--- src/cqwa_pkg.sv ---
// shared types and constants for the circular queue window average block
// no dependencies; imported by the controller, datapath and top level

package cqwa_pkg;

  // width of the tag, year and mean fields
  localparam int unsigned FIELD_W = 16;

  // quotient bits retired per divider cycle, and the divider step count that follows
  localparam int unsigned RADIX_BITS = 2;
  localparam int unsigned DIV_STEPS  = FIELD_W / RADIX_BITS;
  localparam int unsigned STEP_W     = $clog2(DIV_STEPS);

  // operation codes carried on the mode field
  localparam logic MODE_PUSH = 1'b0;
  localparam logic MODE_POP  = 1'b1;

  // commands from the controller to the datapath
  typedef struct packed {
    logic capture;   // latch the accepted item and start the ring read
    logic update;    // apply push or pop to ring, count and running sum
    logic prep;      // load the divider from the new sum and count
    logic div_step;  // retire RADIX_BITS quotient bits
  } ctrl_cmd_t;

endpackage

--- src/cqwa_ram.sv ---
// generic single write port, single read port ram with registered read
// no dependencies

module cqwa_ram #(
  parameter int unsigned WIDTH = 32,
  parameter int unsigned DEPTH = 5
) (
  input  logic                                 clk,
  input  logic                                 we,
  input  logic [(DEPTH > 1 ? $clog2(DEPTH) : 1)-1:0] waddr,
  input  logic [WIDTH-1:0]                     wdata,
  input  logic [(DEPTH > 1 ? $clog2(DEPTH) : 1)-1:0] raddr,
  output logic [WIDTH-1:0]                     rdata
);

  logic [WIDTH-1:0] mem [DEPTH];

  always_ff @(posedge clk) begin
    if (we) begin
      mem[waddr] <= wdata;
    end
    rdata <= mem[raddr];
  end

endmodule

--- src/cqwa_ctrl.sv ---
// sequencing state machine for the circular queue window average block
// depends on cqwa_pkg for the command struct and divider step count

module cqwa_ctrl (
  input  logic                clk,
  input  logic                rst,
  input  logic                in_valid,
  output logic                in_stall,
  output logic                out_valid,
  input  logic                out_stall,
  output cqwa_pkg::ctrl_cmd_t cmd
);

  import cqwa_pkg::*;

  typedef enum logic [2:0] {
    S_IDLE,
    S_UPDATE,
    S_PREP,
    S_DIV,
    S_DONE
  } state_t;

  state_t            state;
  logic [STEP_W-1:0] step;
  logic              accept;

  assign accept = in_valid && !in_stall;

  always_comb begin
    cmd          = '0;
    cmd.capture  = accept;
    cmd.update   = (state == S_UPDATE);
    cmd.prep     = (state == S_PREP);
    cmd.div_step = (state == S_DIV);
  end

  always_ff @(posedge clk) begin
    if (rst) begin
      state     <= S_IDLE;
      step      <= '0;
      in_stall  <= 1'b0;
      out_valid <= 1'b0;
    end else begin
      unique case (state)
        S_IDLE: begin
          if (accept) begin
            state    <= S_UPDATE;
            in_stall <= 1'b1;
          end
        end
        S_UPDATE: begin
          state <= S_PREP;
        end
        S_PREP: begin
          state <= S_DIV;
          step  <= '0;
        end
        S_DIV: begin
          if (step == STEP_W'(DIV_STEPS - 1)) begin
            state     <= S_DONE;
            out_valid <= 1'b1;
          end else begin
            step <= step + STEP_W'(1);
          end
        end
        S_DONE: begin
          if (!out_stall) begin
            state     <= S_IDLE;
            out_valid <= 1'b0;
            in_stall  <= 1'b0;
          end
        end
        default: begin
          state <= S_IDLE;
        end
      endcase
    end
  end

endmodule

--- src/cqwa_dp.sv ---
// datapath: ring storage, pointers, running sum and radix-4 mean divider
// depends on cqwa_pkg and cqwa_ram

module cqwa_dp #(
  parameter int unsigned DEPTH = 5
) (
  input  logic                         clk,
  input  logic                         rst,
  input  cqwa_pkg::ctrl_cmd_t          cmd,
  input  logic                         mode,
  input  logic [cqwa_pkg::FIELD_W-1:0] item_tag,
  input  logic [cqwa_pkg::FIELD_W-1:0] year,
  output logic                         left_valid,
  output logic [cqwa_pkg::FIELD_W-1:0] left_tag,
  output logic [cqwa_pkg::FIELD_W-1:0] left_year,
  output logic                         empty_error,
  output logic [cqwa_pkg::FIELD_W-1:0] mean_year,
  output logic [2:0]                   fill_count
);

  import cqwa_pkg::*;

  localparam int unsigned CW = $clog2(DEPTH + 1);
  localparam int unsigned PW = (DEPTH > 1) ? $clog2(DEPTH) : 1;
  localparam int unsigned SW = FIELD_W + CW;
  localparam int unsigned DW = SW + 1;

  // latched item
  logic               op_mode;
  logic [FIELD_W-1:0] op_tag;
  logic [FIELD_W-1:0] op_year;

  // ring control
  logic [PW-1:0] head;
  logic [PW-1:0] tail;
  logic [CW-1:0] count;
  logic [SW-1:0] sum;
  logic [PW-1:0] head_next;
  logic [PW-1:0] tail_next;
  logic          full;

  // ram
  logic                 ram_we;
  logic [2*FIELD_W-1:0] ram_rdata;
  logic [FIELD_W-1:0]   old_tag;
  logic [FIELD_W-1:0]   old_year;

  // divider
  logic [DW-1:0]      dvd;
  logic [CW:0]        rem;
  logic [CW:0]        dvs;
  logic [FIELD_W-1:0] low;
  logic [FIELD_W-1:0] quo;
  logic [CW:0]        rem_next;
  logic [FIELD_W-1:0] low_next;
  logic [FIELD_W-1:0] quo_next;

  logic [31:0] count_ext;

  assign full      = (count == CW'(DEPTH));
  assign head_next = (head == PW'(DEPTH - 1)) ? '0 : head + PW'(1);
  assign tail_next = (tail == PW'(DEPTH - 1)) ? '0 : tail + PW'(1);
  assign ram_we    = cmd.update && (op_mode == MODE_PUSH);
  assign old_tag   = ram_rdata[2*FIELD_W-1:FIELD_W];
  assign old_year  = ram_rdata[FIELD_W-1:0];

  // read address follows head, so the oldest entry is ready in the update cycle
  cqwa_ram #(
    .WIDTH (2 * FIELD_W),
    .DEPTH (DEPTH)
  ) u_ram (
    .clk   (clk),
    .we    (ram_we),
    .waddr (tail),
    .wdata ({op_tag, op_year}),
    .raddr (head),
    .rdata (ram_rdata)
  );

  // rounded mean is (2*sum + n) / (2*n)
  assign dvd = {sum, 1'b0} + DW'(count);

  always_comb begin
    logic [CW+1:0] trial;
    rem_next = rem;
    low_next = low;
    quo_next = quo;
    for (int i = 0; i < RADIX_BITS; i++) begin
      trial    = {rem_next, low_next[FIELD_W-1]};
      low_next = {low_next[FIELD_W-2:0], 1'b0};
      if (trial >= {1'b0, dvs}) begin
        trial    = trial - {1'b0, dvs};
        quo_next = {quo_next[FIELD_W-2:0], 1'b1};
      end else begin
        quo_next = {quo_next[FIELD_W-2:0], 1'b0};
      end
      rem_next = trial[CW:0];
    end
  end

  always_ff @(posedge clk) begin
    if (rst) begin
      head  <= '0;
      tail  <= '0;
      count <= '0;
      sum   <= '0;
    end else if (cmd.update) begin
      if (op_mode == MODE_PUSH) begin
        tail <= tail_next;
        if (full) begin
          head <= head_next;
          sum  <= sum - SW'(old_year) + SW'(op_year);
        end else begin
          count <= count + CW'(1);
          sum   <= sum + SW'(op_year);
        end
      end else if (count != '0) begin
        head  <= head_next;
        count <= count - CW'(1);
        sum   <= sum - SW'(old_year);
      end
    end
  end

  always_ff @(posedge clk) begin
    if (cmd.capture) begin
      op_mode <= mode;
      op_tag  <= item_tag;
      op_year <= year;
    end
    if (cmd.update) begin
      // evicted or popped entry, zero when nothing leaves
      if ((op_mode == MODE_PUSH && full) || (op_mode == MODE_POP && count != '0)) begin
        left_valid <= 1'b1;
        left_tag   <= old_tag;
        left_year  <= old_year;
      end else begin
        left_valid <= 1'b0;
        left_tag   <= '0;
        left_year  <= '0;
      end
      empty_error <= (op_mode == MODE_POP) && (count == '0);
    end
    if (cmd.prep) begin
      // top bits of the dividend are below the divisor since the mean fits 16 bits
      rem <= dvd[DW-1:FIELD_W];
      low <= dvd[FIELD_W-1:0];
      dvs <= {count, 1'b0};
      quo <= '0;
    end else if (cmd.div_step) begin
      rem <= rem_next;
      low <= low_next;
      quo <= quo_next;
    end
  end

  assign mean_year  = (count == '0) ? '0 : quo;
  assign count_ext  = 32'(count);
  assign fill_count = count_ext[2:0];

endmodule

--- src/circular_queue_window_average.sv ---
// top level of the circular queue window average block
// depends on cqwa_pkg, cqwa_ctrl, cqwa_dp (and cqwa_ram through the datapath)

// usage
// - input channel (in_valid / in_stall) carries one item: mode, item_tag, year
//   mode push stores the item, evicting and reporting the oldest entry when full;
//   mode pop removes and reports the oldest entry, or flags empty_error if empty
// - output channel (out_valid / out_stall) carries one result item per input item:
//   left_valid/left_tag/left_year, empty_error, mean_year and fill_count
// - sequence: after acceptance the ring update state, the divider load state and the
//   divider states at two quotient bits each run in order before out_valid rises;
//   the ram read of the oldest entry overlaps the accepting edge
// - one item at a time: the next item is taken only after the result has been taken
//   and the block has gone back to idle;
//   this limit is set by the shared mean divider, which also needs the fresh sum
// - in_stall is high from acceptance until the result has been taken
// - a receiver stall holds the result and every output field stable; the block
//   takes no new item until out_valid and !out_stall coincide
// - reset (rst, synchronous) empties the queue: pointers, count and running sum go
//   to zero, the ring contents are left as they are and are never read unwritten
// - mean_year is the running sum over the count rounded half up, 0 when empty

module circular_queue_window_average #(
  parameter int unsigned DEPTH = 5
) (
  input  logic                         clk,
  input  logic                         rst,
  input  logic                         in_valid,
  output logic                         in_stall,
  input  logic                         mode,
  input  logic [cqwa_pkg::FIELD_W-1:0] item_tag,
  input  logic [cqwa_pkg::FIELD_W-1:0] year,
  output logic                         out_valid,
  input  logic                         out_stall,
  output logic                         left_valid,
  output logic [cqwa_pkg::FIELD_W-1:0] left_tag,
  output logic [cqwa_pkg::FIELD_W-1:0] left_year,
  output logic                         empty_error,
  output logic [cqwa_pkg::FIELD_W-1:0] mean_year,
  output logic [2:0]                   fill_count
);

  import cqwa_pkg::*;

  // command bundle from the sequencer to the datapath
  ctrl_cmd_t cmd;

  // sequencer: handshakes and the update / divide schedule
  cqwa_ctrl u_ctrl (
    .clk       (clk),
    .rst       (rst),
    .in_valid  (in_valid),
    .in_stall  (in_stall),
    .out_valid (out_valid),
    .out_stall (out_stall),
    .cmd       (cmd)
  );

  // datapath: ring ram, pointers, running sum, mean divider and result registers
  cqwa_dp #(
    .DEPTH (DEPTH)
  ) u_dp (
    .clk         (clk),
    .rst         (rst),
    .cmd         (cmd),
    .mode        (mode),
    .item_tag    (item_tag),
    .year        (year),
    .left_valid  (left_valid),
    .left_tag    (left_tag),
    .left_year   (left_year),
    .empty_error (empty_error),
    .mean_year   (mean_year),
    .fill_count  (fill_count)
  );

endmodule

--- config.mk ---
export PLATFORM = sky130hd
export DESIGN_NAME = circular_queue_window_average
export DESIGN_NICKNAME = d
export VERILOG_FILES = /design/src/cqwa_pkg.sv /design/src/cqwa_ram.sv /design/src/cqwa_ctrl.sv /design/src/cqwa_dp.sv /design/src/circular_queue_window_average.sv
export SDC_FILE = /design/constraint.sdc
export NUM_CORES = 1
export LEC_CHECK = 0
export ABC_AREA = 1
export BUFFER_PORTS_ARGS = -buffer_cell sky130_fd_sc_hd__clkbuf_2
export CORE_MARGIN = 5
export CORE_UTILIZATION = 40
export CTS_BUF_LIST = sky130_fd_sc_hd__clkbuf_4
export CTS_CLUSTER_SIZE = 30
export DETAILED_ROUTE_END_ITERATION = 6
export SLEW_MARGIN = 20
export SYNTH_ARGS = -nofsm -noshare
export SYNTH_HDL_FRONTEND = slang
export SYNTH_HIERARCHICAL = 1
export SYNTH_SLANG_ARGS = --single-unit
--- constraint.sdc ---
create_clock -name clk -period 11.9 [get_ports clk]
set_input_delay 3.57 -clock clk [delete_from_list [all_inputs] [get_ports clk]]
set_output_delay 3.57 -clock clk [all_outputs]
set_load 0.05 [all_outputs]
# [After elaboration in Yosys (flattened, before gate mapping)]
# Memories as Yosys holds them, arrays and structs flattened. A register that Yosys moved wholly into a read port is not among the register bits.
# Cells that the tools add are included.
[word_totals] regBits=142 mem_bits_rw=160 inputBits=37 output_inout_bits=55 wordCells=104 n_memories=1
[op_classes] addsub=11 order_cmp=2 eq_ne=14 muxes=34 bitwise=1 reduce_logical=22
[mem_list] memory="u_dp.u_ram.mem" depth=5 width=32 rd=1 rd_clocked_by_memory_dff=1 wr=1 line="cqwa_ram.sv:16" rtl="logic [WIDTH-1:0] mem [DEPTH];"
[op_table] operator="19-bit 2-to-1 mux" count=3
[op_table] operator="16-bit 2-to-1 mux" count=3
[op_table] operator="19-bit by 16-bit adder with 19-bit output" count=2
[op_table] operator="3-bit 2-to-1 mux" count=12
[op_table] operator="20-bit by 3-bit adder with 20-bit output" count=1
[op_table] operator="19-bit by 16-bit subtractor with 19-bit output" count=1
[op_table] operator="4-bit 2-to-1 mux" count=4
[op_table] operator="3-bit == test, second input constant" count=5
[op_table] operator="3-bit one-hot mux with 5 select lines" count=1
[op_table] operator="3-bit AND reduction" count=5
[op_table] operator="3-bit by 1-bit adder with 3-bit output, second input constant" count=4
[op_table] operator="5-bit by 4-bit >= comparator with 1-bit output" count=2
[op_table] operator="1-bit 2-to-1 mux" count=8
[op_table] operator="2-bit nonzero test" count=4
[op_table] operator="4-bit subtractor" count=2
[op_table] operator="3-bit by 2-bit == test with 1-bit output, second input constant" count=2
[op_table] operator="3-bit logical NOT" count=2
[op_table] operator="2-bit by 1-bit != test with 1-bit output, second input constant" count=3
[op_table] operator="2-bit != test, second input constant" count=3
[op_table] operator="3-bit one-hot mux with 2 select lines" count=1
[op_table] operator="2-bit AND reduction" count=3
[op_table] operator="1-bit logical AND" count=5
[op_table] operator="1-bit one-hot mux with 2 select lines" count=2
[op_table] operator="3-bit by 1-bit == test with 1-bit output, second input constant" count=1
[op_table] operator="other kinds (5)" count=5

# [Depth between registers and ports, before layout]
[depth] depth_word=6 ltp_mapped=24 ltp_nobuf=24

# [By module]
# Netlist, hierarchy kept.
[by_module_without_submodules] mod="cqwa_dp" n_inst=1 cells_per_inst=900 area_per_inst_um2=7607.3 seq_area_each_um2=3583.4
[by_module_without_submodules] mod="cqwa_ram" n_inst=1 cells_per_inst=681 area_per_inst_um2=7450.9 seq_area_each_um2=5445.2
[by_module_without_submodules] mod="cqwa_ctrl" n_inst=1 cells_per_inst=55 area_per_inst_um2=396.6 seq_area_each_um2=160.2

# [Worst setup path after synthesis]
# Ideal clock, no wire load.
[synth_timing] kind="flip-flop to output port" start="register u_dp.count[1], in the netlist u_dp/fill_count[1]" end="output port mean_year[10] in the netlist's numbering" t_arrival_ns=1.807 t_required_ns=8.330 slack_ns=6.523 stages_incl_launch_ff=4 n_path_buf=1 cell_sequence="dfxtp_1 nor3_2 clkbuf_1 nor2_1"
[synth_between] elab_chain_cells=2
[synth_lines] element="start: declaration" line="cqwa_dp.sv:36" rtl="logic [CW-1:0] count;"
[synth_lines] element="start signal: assignment" line="cqwa_dp.sv:114" rtl="count <= count + CW'(1);"
[synth_lines] element="start signal: assignment" line="cqwa_dp.sv:119" rtl="count <= count - CW'(1);"
[synth_lines] element="3-bit logical NOT" line="cqwa_dp.sv:157" rtl="assign mean_year = (count == '0) ? '0 : quo;"
[synth_lines] element="16-bit 2-to-1 mux" line="cqwa_dp.sv:157"
[synth_lines] element="end: declaration" line="circular_queue_window_average.sv:39" rtl="output logic [cqwa_pkg::FIELD_W-1:0] mean_year,"
# Every way passes these cells.

# [Worst setup path after layout]
[layout_timing] start="register u_dp.count[1], in the netlist u_dp/fill_count[1]" end="output port mean_year[0] in the netlist's numbering"
# The elaborated chain is that of the path after synthesis.

==> summary.txt <==
Place
  – Placed Area: 0.0164 mm^2
  – Port buffer count: 91
  – Final Wtd Congestion: 0.888
  – Inst Count DP: 2206
  – Hpwl dp: 23200 um

Clocking
  – H-tree depth: 3
  – Resize count post-CTS: 0
  – Post-CTS Setup Inserts: 0
  – Worst-path clk slew: 0.06 ns
  – Clock sink count: 334
  – # hold bufs at CTS: 0
  – Clock Tree Root: clkbuf_4
  – TritonCTS clock tree: done
  – Inserted Clock Buffers: 86
  – CTS max path bufs: 3
  – Latest clock arrival within the worst-skew pair: 0.76 ns

Synthesis
  – Syn. warnings: 6
  – Multiplexer area fraction after synthesis: 0%
  – Number of synthesized flops with an enable pin: 250
  – Area share of the largest cell type after synthesis: 48.6%
  – Ys async rst share: 0%
  – Register bit count reported by yosys: 334
  – Synthesized Nets: 1725
  – Top post-synthesis cells by area: edfxtp_1 49%, nand2_1 11%, dfxtp_1 11%
  – Synth Area in Adders: 4.50%
  – Sequential element share of the synthesized area: 59.5%
  – Synth Instances: 1636
  – Synth cell types: 47
  – Synth Area in Simple Gates: 19.4%
  – Largest family of logic cells by synthesized area: simple AND/OR/NAND/NOR gates
  – Yosys top cell by area: edfxtp_1
  – Mapped Area: 0.0155 mm^2
  – Compound-cell area share of the yosys netlist: 6.52%
  – Main synth FF type: edfxtp_1
  – Post-Synth XOR/XNOR Area: 1.53%
  – Avg Inst Size Synth: 9.45 um^2

Worst setup path
  – Setup Crit Path Kind: reg -> out
  – CP startpoint: u_dp/fill_count[1]
  – Slowest CP cell: nor3_2
  – Crit. End Element: output pin
  – CP cell instances: nor3_2 > nor2_1 > clkbuf_2
  – Critical Path AT: 2.28 ns
  – Startpoint type of the worst setup path: flop
  – Worst EP required: 8.33 ns
  – CP Max Fanout: 17
  – Worst reg2reg path startpoint: u_dp/sum[6]
  – Largest stage delay on the critical path: 0.77 ns

Routing
  – Via count: 11150
  – Routed Antenna Nets: 0
  – Vias per cell: 4.71
  – WL/cell: 15.3 um
  – DR pass1 iterations: 6
  – Post-route DRC: 0
  – Initial DRC Count: 721
  – Routed wire length: 36100 um

Global routing
  – Initial antenna violation count: 2
  – Gr ovfl total: 0
  – Largest net degree at the start of global routing: 70
  – Gr usage total: 17.2%
  – Number of global-route vias before repair: 11043
  – First-pass GRT wire length: 57400 um

Cells and area
  – Nets: 1865
  – Area growth, synth to finish: 13.9%
  – Layout cell share with drive strength beyond 1: 15.5%
  – Fin util: 45.7%
  – Final Instance Area: 0.0176 mm^2
  – Final non-filler cell total: 2366

Timing
  – Final setup TNS: 0 ns
  – Slew margin rel.: 35.1%
  – FMAX: 0.171 GHz
  – Setup violators final: 0
  – Final hold vios: 0
  – Min Clock Period, post-route: 5.85 ns
  – Tcrit/Tclk final: 49.2%
  – Clock Skew: 0.0525 ns
  – Count of pins over their slew limit: 0
  – Worst Max-Slew Pin Slew: 0.968 ns
  – RSZ-0062 raised after global routing: false

Hold path
  – Worst hold path class: reg -> reg
  – Hold path start: u_dp/u_ram/mem[4][26]

Pwr
  – Cell Pwr Density: 237 mW/mm^2
  – Peak supply drop: 0.0723 mV
  – Leak: 0.00787 uW

Floorplan
  – Die width: 207 um
  – Top Ports: 92
  – Floorplan row count: 72
  – Starting Density: 40.2%
  – Die area: 0.0427 mm^2
  – Die Y: 207 um
  – Core area: 0.0385 mm^2

Run
  – Max_cap viols: 0

Outcome
  – Status: finished clean
## per-layer routing
layer  global-route usage (%)  vias to the layer above  routed length [um]
met1                     23.0                     5123               16500
met3                     4.23                       65                2350
met2                     26.9                      296               16200
met5                        0                        -                  11
met4                     7.11                        2                 999
li1                         -                     5664                   -
## kinds of logic after synthesis
kind of cell / Yosys count
AND/OR/NAND/NOR: 718
XOR/XNOR: 27
flip-flops: 334
buffers and inverters: 327
AO/OA/AOI/OAI: 178
adder cells (fa/ha/maj): 52
## report_power, final
group | internal (uW) | total (uW) | switching [uW] | leakage, uW
Combinational | 439 | 1480 | 1040 | 0.00417
Sequential | 1530 | 1660 | 132 | 0.00300
Clock | 578 | 1030 | 455 | 0.000700
## cells in the final DEF, fill, tap and decap left out, types with 2 or more instances in the layout
cell and count:
clkinv_1 17, and3_1 2, clkinv_2 3, a21oi_1 62, nand2_2 4, nand3_1 111
dfxtp_1 83, or2_2 9, o21ai_0 59, edfxtp_1 250, buf_4 14, nand4_1 8
a311oi_1 2, clkinvlp_4 2, ha_1 46, a211oi_1 3, xnor2_1 12, nor2_2 2
nor2_1 91, nor3_1 3, fa_1 6, a31oi_1 10, nand2_1 469, inv_2 4
a21o_1 4, clkbuf_4 134, bufinv_16 3, o211ai_1 9, nor3_2 6, nor2_4 6
o31ai_1 2, o21bai_1 5, clkbuf_2 91, o22ai_1 17, xor2_1 15, inv_1 269
## state kept, by name, indices dropped and copies added (netlist names), 16 cells and up
| name | cells |
|---|---|
| u_dp/op_tag | 16 |
| u_dp/low | 16 |
| u_dp/op_year | 16 |
| u_dp/left_year | 16 |
| u_dp/quo | 16 |
| u_dp/u_ram/rdata | 32 |
| u_dp/sum | 19 |
| u_dp/left_tag | 16 |
| u_dp/u_ram/mem | 160 |
## worst paths after layout
check | to | slack, ns | depth (start not counted)
setup / recovery | mean_year[0] | 6.05 | 3
hold / removal | u_dp/u_ram/rdata[26] | 0.43 | 2
setup reg to reg | u_dp/sum[18] | 7.90 | 20
hold reg to reg | u_dp/u_ram/rdata[26] | 0.43 | 2
## layout make-up
cell class	instances	area, um^2
sequential	334	9190
antenna	1	2.50
clock buffer	134	1010
timing repair buffer	105	561
fill	3784	20900
tap	518	648
clock inverter	25	184
inverter	274	1030
multi-input combinational	975	4970
## cell usage after synthesis (all sizes together) (2+ instances only)
cell type and number:
nand2 473, inv 273, edfxtp 250, nand3 112, nor2 99, dfxtp 84
a21oi 63, o21ai 60, ha 46, buf 29, clkbuf 24, o22ai 18
xor2 15, xnor2 12, a31oi 10, nor3 10, or2 10, nand4 9
o211ai 9, fa 6, o21bai 5, a21o 4, a211oi 3, a311oi 2
and3 2, o31ai 2
## critical path: cells and delay by family, from the launching register on
| family | cells | cell delay (ns) |
|---|---|---|
| DFF | 1 | 0.41 |
| and+or+nand+nor | 2 | 0.88 |
| buffers and inverters | 1 | 0.28 |
## per-stage QoR
stage / hold slack, ns / total power [uW] / setup slack [ns]
after floorplan: 0.415 / 2780 / 6.52
after global placement: 0.419 / 3140 / 6.88
after detailed placement: 0.428 / 3170 / 6.77
after CTS: 0.435 / 4230 / 5.92
after global routing: 0.452 / 4490 / 5.82
final: 0.428 / 4170 / 6.05
(Power assumes the default switching activity.)
